==> src/hw/rtl/pps_pkg.sv <==
// Package for the particle pool block: sizes, pool entry layout, codes and state types.
// Used by every module of the block; depends on nothing.
package pps_pkg;

  localparam int POOL_SIZE = 64;
  localparam int SLOT_W    = $clog2(POOL_SIZE);
  localparam int IN_W      = 120;
  localparam int OUT_W     = 112;
  localparam int CFG_W     = 48;

  typedef struct packed {
    logic [2:0][23:0] pos;
    logic [2:0][15:0] vel;
    logic [15:0]      total;
    logic [16:0]      left;
  } entry_t;

  typedef enum logic [2:0] {
    CFG_SPAWN_INTERVAL,
    CFG_VELOCITY_MIN,
    CFG_VELOCITY_MAX,
    CFG_LIFE_MIN,
    CFG_LIFE_MAX,
    CFG_START_COLOR,
    CFG_END_COLOR,
    CFG_EMITTER_ENABLE
  } cfg_reg_e;

  typedef enum logic [3:0] {
    ST_IDLE,
    ST_SP_MUL,
    ST_SP_ACC,
    ST_SP_WR,
    ST_RD,
    ST_CHK,
    ST_MV_MUL,
    ST_MV_ACC,
    ST_WB,
    ST_DIV,
    ST_COL,
    ST_FLUSH
  } state_e;

  typedef struct packed {
    logic        start;
    logic [15:0] dividend;
    logic [15:0] divisor;
  } div_req_t;

  typedef struct packed {
    logic        done;
    logic [15:0] quot;
  } div_rsp_t;

  typedef struct packed {
    logic [5:0]       slot;
    logic [2:0][23:0] pos;
    logic [31:0]      color;
  } item_t;

endpackage

==> src/hw/rtl/pps_div.sv <==
// Restoring divider for the age fraction, one quotient bit per cycle.
// Depends on pps_pkg for the request and response structs.
module pps_div (
  input  logic              clk_i,
  input  logic              rst_ni,
  input  pps_pkg::div_req_t req_i,
  output pps_pkg::div_rsp_t rsp_o
);
  import pps_pkg::*;

  logic        busy_q, busy_d;
  logic        done_q, done_d;
  logic [4:0]  cnt_q, cnt_d;
  logic [15:0] rem_q, rem_d;
  logic [15:0] quot_q, quot_d;
  logic [15:0] dvs_q, dvs_d;
  logic [16:0] shifted;
  logic [16:0] diff;

  assign shifted = {rem_q, 1'b0};
  assign diff    = shifted - {1'b0, dvs_q};

  always_comb begin
    busy_d = busy_q;
    done_d = 1'b0;
    cnt_d  = cnt_q;
    rem_d  = rem_q;
    quot_d = quot_q;
    dvs_d  = dvs_q;
    if (req_i.start) begin
      busy_d = 1'b1;
      cnt_d  = 5'd16;
      rem_d  = req_i.dividend;
      dvs_d  = req_i.divisor;
      quot_d = '0;
    end else if (busy_q) begin
      if (!diff[16]) begin
        rem_d  = diff[15:0];
        quot_d = {quot_q[14:0], 1'b1};
      end else begin
        rem_d  = shifted[15:0];
        quot_d = {quot_q[14:0], 1'b0};
      end
      cnt_d = cnt_q - 5'd1;
      if (cnt_q == 5'd1) begin
        busy_d = 1'b0;
        done_d = 1'b1;
      end
    end
  end

  always_ff @(posedge clk_i or negedge rst_ni) begin
    if (!rst_ni) begin
      busy_q <= 1'b0;
      done_q <= 1'b0;
      cnt_q  <= '0;
    end else begin
      busy_q <= busy_d;
      done_q <= done_d;
      cnt_q  <= cnt_d;
    end
  end

  always_ff @(posedge clk_i) begin
    rem_q  <= rem_d;
    quot_q <= quot_d;
    dvs_q  <= dvs_d;
  end

  assign rsp_o.done = done_q;
  assign rsp_o.quot = quot_q;

endmodule

==> config.mk <==
export PLATFORM = sky130hd
export DESIGN_NAME = pps_div
export DESIGN_NICKNAME = d
export VERILOG_FILES = /design/src/hw/rtl/pps_pkg.sv /design/src/hw/rtl/pps_div.sv
export SDC_FILE = /design/constraint.sdc
export NUM_CORES = 1
export LEC_CHECK = 0
export BUFFER_PORTS_ARGS = -buffer_cell sky130_fd_sc_hd__buf_2
export CORE_MARGIN = 8
export CORE_UTILIZATION = 55
export DETAILED_ROUTE_END_ITERATION = 12
export PLACE_DENSITY = 0.78
export SKIP_LAST_GASP = 1
export SYNTH_ARGS = -nofsm -noshare
export SYNTH_HDL_FRONTEND = slang
export SYNTH_SLANG_ARGS = --single-unit
export TNS_END_PERCENT = 1
==> constraint.sdc <==
create_clock -name clk_i -period 3.64 [get_ports clk_i]
set_input_delay 0.182 -clock clk_i [delete_from_list [all_inputs] [get_ports clk_i]]
set_output_delay 0.182 -clock clk_i [all_outputs]
set_load 0.005 [all_outputs]
==> results.cfg <==
[route]
vias = 2130
drt_iter0_markers = 114
drc = 0
post_drt_wl_per_cell_um = 14.1
viasPerCell = 5.29
drt-total-wl_mm = 5.68
firstDrtPassIters = 6
postRouteAntennaNets = 0

[sta]
finalHoldViolCount = 0
fin_skew_ns = 0.00960
grt_setup_unrepaired = false
tns_ns = 0
max_freq_ghz = 0.331
worst_slew_pin_slew_ns = 0.698
report.final.setup_viol = 0
slew_headroom_pct = 53.4
drv_slew = 0
period_share_pct = 83.0
min_period_ns = 3.02

[logic_synthesis]
synth_top_family_by_area = compound AO/OA/AOI/OAI gates
synth-seq-cells = 55
synthAdderAreaFrac_pct = 7.74
synthDistinctLibCells = 41
avgSynthCellArea_um2 = 10.7
muxShareOfSynthArea_pct = 11.1
syn-num-nets = 333
seq_area_frac_synth_pct = 48.5
synthCells = 280
synthXorXnorAreaFrac_pct = 5.87
synth-simple-area-share_pct = 10.2
yosys_warnings = 0
synth-compound-area-share_pct = 12.2
netlist_area_um2 = 3010

[clock_tree]
numCtsBuffers = 5
cts_tree = yes
clkTransAtPathRegs_ns = 0.10
clk_path_buf_depth = 2
clk_latency_ns = 0.31
h-tree-depth = 2
cts_root_buf = clkbuf_8
clock_sinks = 55
post-cts-setup-buffers = 0

[critical_path]
r2r_cells = 9
critical_path_class = reg2reg
slowest_delay_ns = 0.51
crit_fanout = 10
timing.rr.end = rem_q[3]
crit_family = compound AO/OA/AOI/OAI gates
worstPathBufferInverterCount = 1
r2r-start = rem_q[0]
path_cells = fa_1 > a211oi_2 > o211ai_2 > a31oi_4 > o21ai_4 > xor2_4 > buf_4 > mux2i_1 > o21ai_0
crit_path_end_kind = register
critical-path-slowest-cell = fa_1
arrival_ns = 3.07
start_kind = register
crit_required_ns = 3.68
rrSetupSlack_ns = 0.62

[floorplanning]
die_h_um = 89.9
start_util_pct = 55.6
row_count = 27
core_area_um2 = 5410
dieWidth_um = 89.9
pin_count = 52
design.die.area_um2 = 8090

[pwr]
peakVddDrop_v = 0.000367
power_density_nw_per_um2 = 779
leakagePower_nw = 1.63

[placed_design]
routabilityCongestion = 0.851
place_hpwl_mm = 4.20
port_buffers = 51
place_area_um2 = 3310

[layout]
final_cell_mix = 51 x buf_2, 32 x edfxtp_1, 29 x nand2_1, 28 x nor2_1, 28 x mux2i_1
num-fill-cells = 469
drive_gt1_share_pct = 22.7
layout_commonest_cell = buf_2
nets = 383
area_growth_pct = 13.7
finalInstanceArea_um2 = 3420
num_antenna_cells = 0

[global_route]
grt_antenna_before_repair = 0
grt_pass1_wl_mm = 9.49
grt_max_degree = 42
grt_pass1_vias = 2147
overflow = 0
grt.total_usage_pct = 14.0

[run]
maxCapViolations = 0

[hold_path]
hold_end = dvs_q[13]
holdPathStages = 1
min_from = req_i[13]
hold_path.class = in2reg

[run_status]
status = finished, final reports clean
-- repair_timing --
item,in CTS,in global routing
resized for setup,0,0
hold endpoints to repair,7,0
hold buffers,1,0
-- per-stage QoR --
step | std cells | hold WS [ns] | util (%) | power, mW | worst slack [ns]
global placement | 394 | 0.0240 | 61.2 | 2.26 | 0.733
detailed placement | 394 | 0.0254 | 61.2 | 2.30 | 0.630
floorplan | 280 | -0.114 | - | 2.09 | 0.859
CTS | 403 | 0.0241 | 63.2 | 2.68 | 0.612
finish | 403 | 0.0347 | 63.2 | 2.66 | 0.618
global route | 403 | 0.0175 | 63.2 | 2.86 | 0.423
-- worst max-delay path by stage --
stage	endpoint	from	depth (start not counted)
after floorplan	rem_q[10]	rem_q[0]	8
after global placement	rem_q[9]	rem_q[0]	8
after detailed placement	rem_q[2]	rem_q[0]	9
after CTS	rem_q[2]	rem_q[0]	9
after global routing	rem_q[3]	rem_q[0]	9
final	rem_q[3]	rem_q[0]	9
-- Yosys cell counts (all sizes together) --
cell type,n,area [um2]
a211o,1,8.76
a211oi,5,42.5
a21o,3,22.5
a21oi,13,65.1
a31oi,1,21.3
buf,4,36.3
clkbuf,8,30.0
dfrtp,7,175
dfxtp,16,320
edfxtp,32,961
fa,1,20.0
ha,17,213
inv,18,67.6
mux2,4,52.6
mux2i,28,280
nand2,29,109
nand2b,4,25.0
nand3,1,5.00
nand4,2,12.5
nor2,28,105
nor3,2,10.0
nor3b,1,7.51
nor4b,1,8.76
o211ai,5,47.5
o21ai,26,141
o21bai,1,7.51
o41ai,1,8.76
or2,1,6.26
or3b,1,8.76
or4b,1,10.0
xnor2,9,78.8
xor2,9,97.6
-- layout make-up --
cell class                 instances  area, um2  share of cell area (%)
sequential                        55       1460                    42.6
multi-input combinational        195       1420                    41.4
timing repair buffer              55        288                    8.42
tap                               72       90.1                    2.64
clock buffer                       6       82.6                    2.42
inverter                          18       67.6                    1.98
clock inverter                     2       17.5                   0.513
-- where the power goes --
part | total [mW] | internal (mW) | switching [mW]
clock | 0.369 | 0.160 | 0.210
combinational | 1.37 | 0.638 | 0.730
sequential | 0.926 | 0.835 | 0.0917
total | 2.66 | 1.63 | 1.03
-- cell families (layout without fill, tap and decap cells) --
| group | Yosys count | after routing |
|---|---|---|
| DFF | 55 | 55 |
| and+or+nand+nor | 71 | 71 |
| buffers and inverters | 30 | 81 |
| xor gates and xnor gates | 18 | 18 |
| muxes | 32 | 32 |
| adders and majority gates | 18 | 18 |
| AOI/OAI and AO/OA | 56 | 56 |
-- sequential cells by signal (all words and copies together) (netlist names) --
name and cells:
dvs_q 16, quot_q 16, rem_q 16, cnt_q 5, busy_q 1, done_q 1
-- worst reg2reg max path: stages, from the launching register on --
cell,delay [ns]
edfxtp_1,0.45
fa_1,0.51
a211oi_2,0.32
o211ai_2,0.15
a31oi_4,0.25
o21ai_4,0.10
xor2_4,0.41
buf_4,0.28
mux2i_1,0.20
o21ai_0,0.08
-- routing by layer --
metal	vias to the layer above	global-route usage (%)	wire [um]
li1	1084	-	-
met1	994	16.2	2530
met2	43	23.8	2850
met3	9	3.08	198
met4	0	6.66	104
met5	-	0	0
Note: power is estimated with default switching activity, not from simulation.
