`config.mk`:
```
export PLATFORM = sky130hd
export DESIGN_NAME = pps_mul
export DESIGN_NICKNAME = d
export VERILOG_FILES = /design/src/hw/rtl/pps_pkg.sv /design/src/hw/rtl/pps_mul.sv
export SDC_FILE = /design/constraint.sdc
export NUM_CORES = 1
export LEC_CHECK = 0
export BUFFER_PORTS_ARGS = -buffer_cell sky130_fd_sc_hd__buf_2
export CAP_MARGIN = 20
export CORE_AREA = 5 5 154 156
export CTS_BUF_LIST = sky130_fd_sc_hd__clkbuf_4 sky130_fd_sc_hd__clkbuf_8
export CTS_CLUSTER_DIAMETER = 120
export DETAILED_ROUTE_END_ITERATION = 10
export DIE_AREA = 0 0 159 161
export PLACE_DENSITY_LB_ADDON = 0.2
export SLEW_MARGIN = 20
export SYNTH_ARGS = -nofsm -noshare
export SYNTH_HDL_FRONTEND = slang
export SYNTH_SLANG_ARGS = --single-unit
```
`constraint.sdc`:
```
create_clock -name clk_i -period 6.42 [get_ports clk_i]
set_input_delay 1.284 -clock clk_i [delete_from_list [all_inputs] [get_ports clk_i]]
set_output_delay 1.284 -clock clk_i [all_outputs]
set_load 0.05 [all_outputs]
```
`src/hw/rtl/pps_pkg.sv`:
```
// Package for the particle pool block: sizes, pool entry layout, codes and state types.
// Used by every module of the block; depends on nothing.
package pps_pkg;

  localparam int POOL_SIZE = 64;
  localparam int SLOT_W    = $clog2(POOL_SIZE);
  localparam int IN_W      = 120;
  localparam int OUT_W     = 112;
  localparam int CFG_W     = 48;

  typedef struct packed {
    logic [2:0][23:0] pos;
    logic [2:0][15:0] vel;
    logic [15:0]      total;
    logic [16:0]      left;
  } entry_t;

  typedef enum logic [2:0] {
    CFG_SPAWN_INTERVAL,
    CFG_VELOCITY_MIN,
    CFG_VELOCITY_MAX,
    CFG_LIFE_MIN,
    CFG_LIFE_MAX,
    CFG_START_COLOR,
    CFG_END_COLOR,
    CFG_EMITTER_ENABLE
  } cfg_reg_e;

  typedef enum logic [3:0] {
    ST_IDLE,
    ST_SP_MUL,
    ST_SP_ACC,
    ST_SP_WR,
    ST_RD,
    ST_CHK,
    ST_MV_MUL,
    ST_MV_ACC,
    ST_WB,
    ST_DIV,
    ST_COL,
    ST_FLUSH
  } state_e;

  typedef struct packed {
    logic        start;
    logic [15:0] dividend;
    logic [15:0] divisor;
  } div_req_t;

  typedef struct packed {
    logic        done;
    logic [15:0] quot;
  } div_rsp_t;

  typedef struct packed {
    logic [5:0]       slot;
    logic [2:0][23:0] pos;
    logic [31:0]      color;
  } item_t;

endpackage

```
`src/hw/rtl/pps_mul.sv`:
```
// Shared multiplier: signed 17 bit by unsigned 16 bit with a registered product.
// Depends on pps_pkg only by convention of the block.
module pps_mul (
  input  logic               clk_i,
  input  logic signed [16:0] a_i,
  input  logic [15:0]        b_i,
  output logic signed [32:0] p_o
);
  import pps_pkg::*;

  logic signed [33:0] prod;
  logic signed [32:0] p_q;

  assign prod = a_i * $signed({1'b0, b_i});

  always_ff @(posedge clk_i) begin
    p_q <= prod[32:0];
  end

  assign p_o = p_q;

endmodule

```
==> flow_summary.toml, run 1 <==
[synthesis]
synth_mux_area_frac = 0
synth_edf_count = 0
syn_avg_cell_area_um2 = 9.162
ys_warn_count = 0
netlist.top_cell.by_area = "fa_1"
synth-compound-area-share = 0.03957
yosys.cell_types.count = 38
synth_top_family_by_area = "adder cells"
synth_xor_xnor_area_share = 0.02722
synthFlopType = "dfxtp_1"
yosys.area_share.adder = 0.5975
syn_nets = 1586
synth-simple-area-share = 0.1398
ys_seq_elements = 33
yosysSeqAreaShare = 0.06039
syn_area_um2 = 10940
async_reset_ff_frac = 0
synth_top_cell_area_share = 0.5014
synth_cells = 1194
synth_area_leaders = "fa_1 (50%), inv_1 (12%), ha_1 (9.6%)"

[placed_design]
placedCellCount = 1641
place_congestion = 0.8772
pre_cts_ws_ns = -0.3758
place_hpwl_um = 23430
portBuffers = 66

[worst_setup_path]
critPathLaunch = "a_i[11]"
crit_end = "p_o[31]"
slowest_stage = "fa_1"
setup.worst_path.end_class = "flip-flop"
crit_arrival_ns = 6.59
path_common_cell = "fa_1"
path_max_fanout = 6
crit_type = "in -> reg"
start_kind = "input port"
path_buf_inv = 5
cp.depth = 21
crit_family = "adder cells"
cpPeakStageDelay_ns = 0.55
crit_chain = "buf_6, and2_4, fa_1, inv_2, fa_1, inv_2, fa_1, fa_1, fa_1, inv_2, fa_1, inv_2, ha_4, and3_4, nand2_2, nand4_1, a31o_4, a31oi_4, o21ai_2, or4b_1, nand3_1"
worst_ep_required_time_ns = 6.65

[floorplanning]
fp.dieH_um = 161
ios = 67
rows = 55
core_area_um2 = 22230
initial_core_util = 0.4921
design.die.area_um2 = 25600
die_w_um = 159

[final_layout]
final_cells = 1653
diodes = 0
area_growth_syn_to_layout_pct = 18.24
n_fill_cell = 2029
drive_gt1_frac = 0.1937
post-route-util = 0.5819
largest_register_ffs = 33
fin_nets = 1759

[sta]
tightestPinTransition_ns = 0.4352
rsz0062_at_grt = "true"
slew_headroom = 0.7099
period_share = 0.9906
fmax_mhz = 157.2
finalSetupViolations = 0
drv_slew = 0
hold_viol = 0
timing.final.ws_setup_ns = 0.06029
hold_ws_ns = 1.578
finalCriticalPeriod_ns = 6.360

[min_path]
hold_class = "in -> reg"
min_from = "a_i[0]"

[run]
maxCapViolations = 0

[grt]
grt_pass1_vias = 9405
grt_usage = 0.2211
grt_pass1_wl_um = 45370
grt_max_degree = 18
antenna_found_initial = 0
grt_overflow_total = 0

[detailed_routing]
vias = 8112
drc = 0
drt_first_pass_iters = 6
drt_wl_total_um = 26700
drt_iter0_drc = 230
routedWlPerCell_um = 16.15
antenna_left = 0
vias_per_cell = 4.907

[clock_network]
cts_tree = "yes"
cts_root_buf = "clkbuf_8"
clock_path_buffers = 2
cts_buffers = 5
h-tree-depth = 2
clock_sinks = 33
path_clk_slew_ns = 0.07
postCtsHoldBufs = 0

[status]
status = "finished clean"
==> cells in the mapped netlist (2+ instances only) <==
master	count
o21bai_1	4
fa_1	274
nor2b_1	4
xnor2_1	27
a31o_2	2
xor2_1	7
a211oi_1	4
nor2_1	14
o21ai_1	5
and2_1	124
a21oi_1	18
clkbuf_1	35
o2111ai_1	2
ha_1	84
inv_1	360
and3_1	3
a31o_1	2
o21ai_0	3
nand3_1	3
dfxtp_1	33
nand2_1	156
nand4_1	4
o21a_1	4
a21o_1	8
==> worst min path at each step <==
stage | end | slack [ns] | depth (start not counted)
final | p_o[0] | 1.58 | 3
after global routing | p_o[0] | 1.58 | 3
after CTS | p_o[0] | 1.57 | 3
after detailed placement | p_o[22] | 1.76 | 1
after global placement | p_o[11] | 1.76 | 1
after floorplan | p_o[0] | 1.41 | 1
==> cell families after synthesis <==
group / count (synthesis)
AND/OR/NAND/NOR: 312
XOR/XNOR: 34
AO/OA/AOI/OAI: 62
adder cells (fa/ha/maj): 358
buffers and inverters: 395
flip-flops: 33
==> cell type report <==
class	instances	area (um2)	area share
clock buffer	7	96.34	0.007448
clock inverter	1	5.005	0.0003869
tap	285	356.6	0.02757
multi-input combinational	766	9020	0.6973
timing repair buffer	201	1445	0.1117
sequential	33	660.6	0.05107
inverter	360	1351	0.1045
==> per-layer routing <==
layer  share of wire  vias to the layer above  global-route usage
li1                -                     3730                   -
met1            0.35                     4130              0.2392
met2            0.57                      182              0.4409
met3           0.035                       70             0.02679
met4           0.045                        0             0.07561
met5               0                        -                   0
==> placed cells by master (no fill, tap or decap), drive strengths merged, types with 2 or more instances in the layout <==
master   count
o2111ai      2
nand3        3
nor2b        4
a21oi       18
clkbuf      10
a211oi       5
fa         274
and3         3
o21a         4
dfxtp       33
nand4        4
a31oi        2
o21bai       4
xnor2       27
nand2      156
inv        360
ha          84
o21ai        9
a21o         8
nor2        14
buf        198
and2       124
a31o         4
xor2         7
==> timing repair <==
item	in CTS	in global routing
setup endpoints to repair	4	12
pin swaps	4	43
setup buffers	0	4
resized for setup	4	85
==> tightest hold or removal path, delay by kind of cell <==
kind	cells	cell delay, ns
buffers and inverters	2	0.36
and+or+nand+nor	1	0.16
==> metrics by stage <==
stage | cell area, um2 | setup TNS (ns)
after global placement | 12560 | -2.390
after floorplan | 11040 | -0.01654
final | 12930 | 0
after global routing | 12930 | -0.1389
after CTS | 12680 | 0
after detailed placement | 12560 | -3.649
Power of run 1 is not shown: default switching activity piles up to over one toggle a cycle in this logic, so the estimate is an artifact.
==> run 2, diff against run 1 <==
clock period = 7.11 ns   (was 6.42 ns; I/O delays follow)
==> run 2 against run 1 <==
  * Routed wire length shrank 6.5%
  * Sequential share of layout area grew 0.45 points
  * First-iteration DRC count increased by 12%
  * Highest routed layer unchanged
  * Critical endpoint is now p_o[24]
  * Count of clock-buffer cells in the layout stayed put
  * Non-clock buffer count is 99 lower
  * Via count decreased by 5.6%
  * Hold slack gained 0.085 ns
  * Cell count shrank 6.0%
  * Global-route usage is 0.84 points lower
==> flow_summary.toml, run 2 (synthesis results as in run 1) <==
[final_layout]
diodes = 0
mostFrequentLayoutCells = "inv_1 (360), fa_1 (274), nand2_1 (156)"
area_growth_syn_to_layout_pct = 8.646
final-seq-area_um2 = 660.6
fin_nets = 1660
drive_gt1_frac = 0.09141
n_fill_cell = 2108
multi_input_area_um2 = 8802
largest_register_ffs = 33
final_common_cell = "inv_1"

[worst_setup_path]
critPathLaunch = "a_i[10]"
path_buf_inv = 5
crit_end = "p_o[24]"
start_kind = "input port"
setup.worst_path.end_class = "flip-flop"
crit_chain = "buf_2, and2_1, fa_1, inv_1, fa_1, inv_1, fa_1, fa_1, fa_1, inv_1, fa_1, inv_1, ha_1, a21oi_1, nor2_1, a211oi_1, o21ai_1, and2_1, a21oi_1, o21bai_1, xor2_1"
crit_family = "adder cells"
cpPeakStageDelay_ns = 0.52
path_common_cell = "fa_1"
path_max_fanout = 16
crit_arrival_ns = 6.96
slowest_stage = "fa_1"
cp.depth = 21
worst_ep_required_time_ns = 7.27
crit_type = "in -> reg"

[placed_design]
place_hpwl_um = 22060
place_congestion = 0.8651
portBuffers = 66

[clock_network]
path_clk_slew_ns = 0.07
postCtsHoldBufs = 0
clock_sinks = 33
post_cts.resized_instances = 0
h-tree-depth = 2
cts_buffers = 5
cts_tree = "yes"
clock_path_buffers = 2
cts_root_buf = "clkbuf_8"
post_cts_buffers = 0

[detailed_routing]
drt_wl_total_um = 24950
vias = 7656
vias_per_cell = 4.927
antenna_left = 0
drc = 0
drt_iter0_drc = 257
drt_first_pass_iters = 4
routedWlPerCell_um = 16.06

[floorplanning]
design.die.area_um2 = 25600
core_area_um2 = 22230
fp.dieH_um = 161
die_w_um = 159
ios = 67
rows = 55
initial_core_util = 0.4921

[sta]
finalCriticalPeriod_ns = 6.795
drv_slew = 0
finalSetupViolations = 0
period_share = 0.9557
finalSetupTns_ns = 0
rsz0062_at_grt = "false"
tightestPinTransition_ns = 0.4055
slew_headroom = 0.7296
hold_viol = 0
fmax_mhz = 147.2

[grt]
grt_max_degree = 18
grt_pass1_wl_um = 43560
grt_overflow_total = 0
grt_usage = 0.2127
met2_usage = 0.4263
grt_pass1_vias = 8912
gr-max-usage-layer = "met2"
antenna_found_initial = 0
use_met3 = 0.02297
met1_usage = 0.2352

[run]
maxCapViolations = 0

[status]
status = "finished clean"

[min_path]
hold_class = "in -> reg"
[run 2: layout make-up]
type | instances | area share
flip-flops and latches | 33 | 0.05559
well taps | 285 | 0.03000
clock buffers | 7 | 0.008106
repair buffers | 102 | 0.05158
multi-input cells | 766 | 0.7406
inverters | 360 | 0.1137
clock inverters | 1 | 0.0004211
[run 2: metrics by stage]
stage	worst slack (ns)	instances	hold slack (ns)	util	cell area, um2
2_1_floorplan	0.2807	1194	1.544	-	10940
3_3_place_gp	0.05992	1546	1.892	0.5299	11780
3_5_place_dp	0.03654	1546	1.891	0.5299	11780
4_1_cts	0.3112	1554	1.659	0.5344	11880
5_1_grt	0.01690	1554	1.671	0.5347	11890
6_report	0.3147	1554	1.663	0.5347	11890
[run 2: worst min-delay path by stage]
stage | from | endpoint | slack, ns | cells after the start
final | a_i[0] | p_o[0] | 1.66 | 3
after global placement | p_o[7] | p_o[7] | 1.89 | 1
after floorplan | b_i[0] | p_o[0] | 1.54 | 1
after CTS | a_i[0] | p_o[0] | 1.66 | 3
after global routing | a_i[0] | p_o[0] | 1.67 | 3
after detailed placement | p_o[8] | p_o[8] | 1.89 | 1
[run 2: routing by layer]
| metal | up-vias | routed length, um |
|---|---|---|
| met1 | 3944 | 8863 |
| met2 | 132 | 14500 |
| met5 | - | 0 |
| li1 | 3535 | - |
| met4 | 0 | 890 |
| met3 | 45 | 704 |
Power of run 2 is left out for the same reason.
==> run 3, diff against run 2 <==
MAX_ROUTING_LAYER = met4   (was unset)
==> run 3 against run 2 <==
  * Cell area is the same
  * Fmax shrank 0.36%
  * Via count down 0.29%
  * Sequential share of layout area stayed put
  * Flip-flop and latch count is the same
  * Non-clock buffer count stayed put
  * First-iteration DRC count up 2.7%
  * Cell count unchanged
  * Critical endpoint unchanged
==> flow_summary.toml, run 3 (synthesis results as in run 1) <==
[final_layout]
drive_gt1_frac = 0.09141
final-seq-area_um2 = 660.6
stdcell_area_um2 = 11890
diodes = 0
multi_input_area_um2 = 8802
area_growth_syn_to_layout_pct = 8.646
fin_nets = 1660
final_common_cell = "inv_1"
post-route-util = 0.5347
largest_register_ffs = 33
n_fill_cell = 2108
mostFrequentLayoutCells = "inv_1 (360), fa_1 (274), nand2_1 (156)"

[worst_setup_path]
setup.worst_path.end_class = "flip-flop"
start_kind = "input port"
crit_chain = "buf_2, and2_1, fa_1, inv_1, fa_1, inv_1, fa_1, fa_1, fa_1, inv_1, fa_1, inv_1, ha_1, a21oi_1, nor2_1, a211oi_1, o21ai_1, and2_1, a21oi_1, o21bai_1, xor2_1"
cpPeakStageDelay_ns = 0.52
crit_arrival_ns = 6.98
path_max_fanout = 16
worst_ep_required_time_ns = 7.27
path_common_cell = "fa_1"
crit_type = "in -> reg"
slowest_stage = "fa_1"

[detailed_routing]
drc = 0
drt_wl_total_um = 25030
antenna_left = 0
vias = 7634
drt_iter0_drc = 264
routedWlPerCell_um = 16.11
vias_per_cell = 4.912
drt_first_pass_iters = 4

[grt]
antenna_found_initial = 0
grt_pass1_wl_um = 43600
grt_overflow_total = 0
grt_pass1_vias = 8904
grt_usage = 0.2191
grt_max_degree = 18

[floorplanning]
die_w_um = 159
rows = 55
fp.dieH_um = 161
initial_core_util = 0.4921
core_area_um2 = 22230
ios = 67
design.die.area_um2 = 25600

[clock_network]
postCtsHoldBufs = 0
path_clk_slew_ns = 0.07
cts_tree = "yes"
cts_buffers = 5
h-tree-depth = 2
clock_path_buffers = 2
cts_root_buf = "clkbuf_8"
clock_sinks = 33

[sta]
tightestPinTransition_ns = 0.4140
slew_headroom = 0.7240
rsz0062_at_grt = "false"
finalSetupViolations = 0
drv_slew = 0
finalCriticalPeriod_ns = 6.820
period_share = 0.9592
fmax_mhz = 146.6
hold_viol = 0
finalSetupTns_ns = 0
timing.final.ws_setup_ns = 0.2901

[placed_design]
placed_area_um2 = 11780
pre_cts_ws_ns = 0.03654
place_congestion = 0.8791
portBuffers = 66
place_hpwl_um = 22060

[min_path]
hold_class = "in -> reg"

[run]
maxCapViolations = 0

[status]
status = "finished clean"
run 3: per-layer routing:
layer | vias to the layer above | wire length, um | GRT usage
met5 | - | 0 | -
met4 | 0 | 904 | 0.06088
met3 | 45 | 706 | 0.02271
met2 | 126 | 14500 | 0.4265
met1 | 3928 | 8921 | 0.2352
li1 | 3535 | - | -
run 3: final timing paths:
| kind | from | endpoint | slack (ns) | depth (start not counted) |
|---|---|---|---|---|
| max | a_i[10] | p_o[24] | 0.29 | 21 |
| min | a_i[0] | p_o[0] | 1.67 | 3 |
run 3: final cells by class:
| cell class | instances | share of cell area |
|---|---|---|
| multi-input cells | 766 | 0.7406 |
| inverters | 360 | 0.1137 |
| flip-flops and latches | 33 | 0.05559 |
| repair buffers | 102 | 0.05158 |
| well taps | 285 | 0.03000 |
| clock buffers | 7 | 0.008106 |
| clock inverters | 1 | 0.0004211 |
run 3: worst max-delay path: cells and delay by family:
family	cells	cell delay [ns]
AOI/OAI and AO/OA	5	1.07
xor gates and xnor gates	1	0.16
adders and majority gates	7	3.34
buffers and inverters	5	0.43
and+or+nand+nor	3	0.55
run 3: what timing repair did:
action | in CTS | in global routing
resized for setup | 0 | 1
setup endpoints to repair | 0 | 1
buffers inserted | 0 | 0
run 3: metrics by stage:
stage | cells | hold slack, ns
2_1_floorplan | 1194 | 1.544
3_3_place_gp | 1546 | 1.892
6_report | 1554 | 1.672
5_1_grt | 1554 | 1.671
3_5_place_dp | 1546 | 1.891
4_1_cts | 1554 | 1.659
Power of run 3 is left out for the same reason.
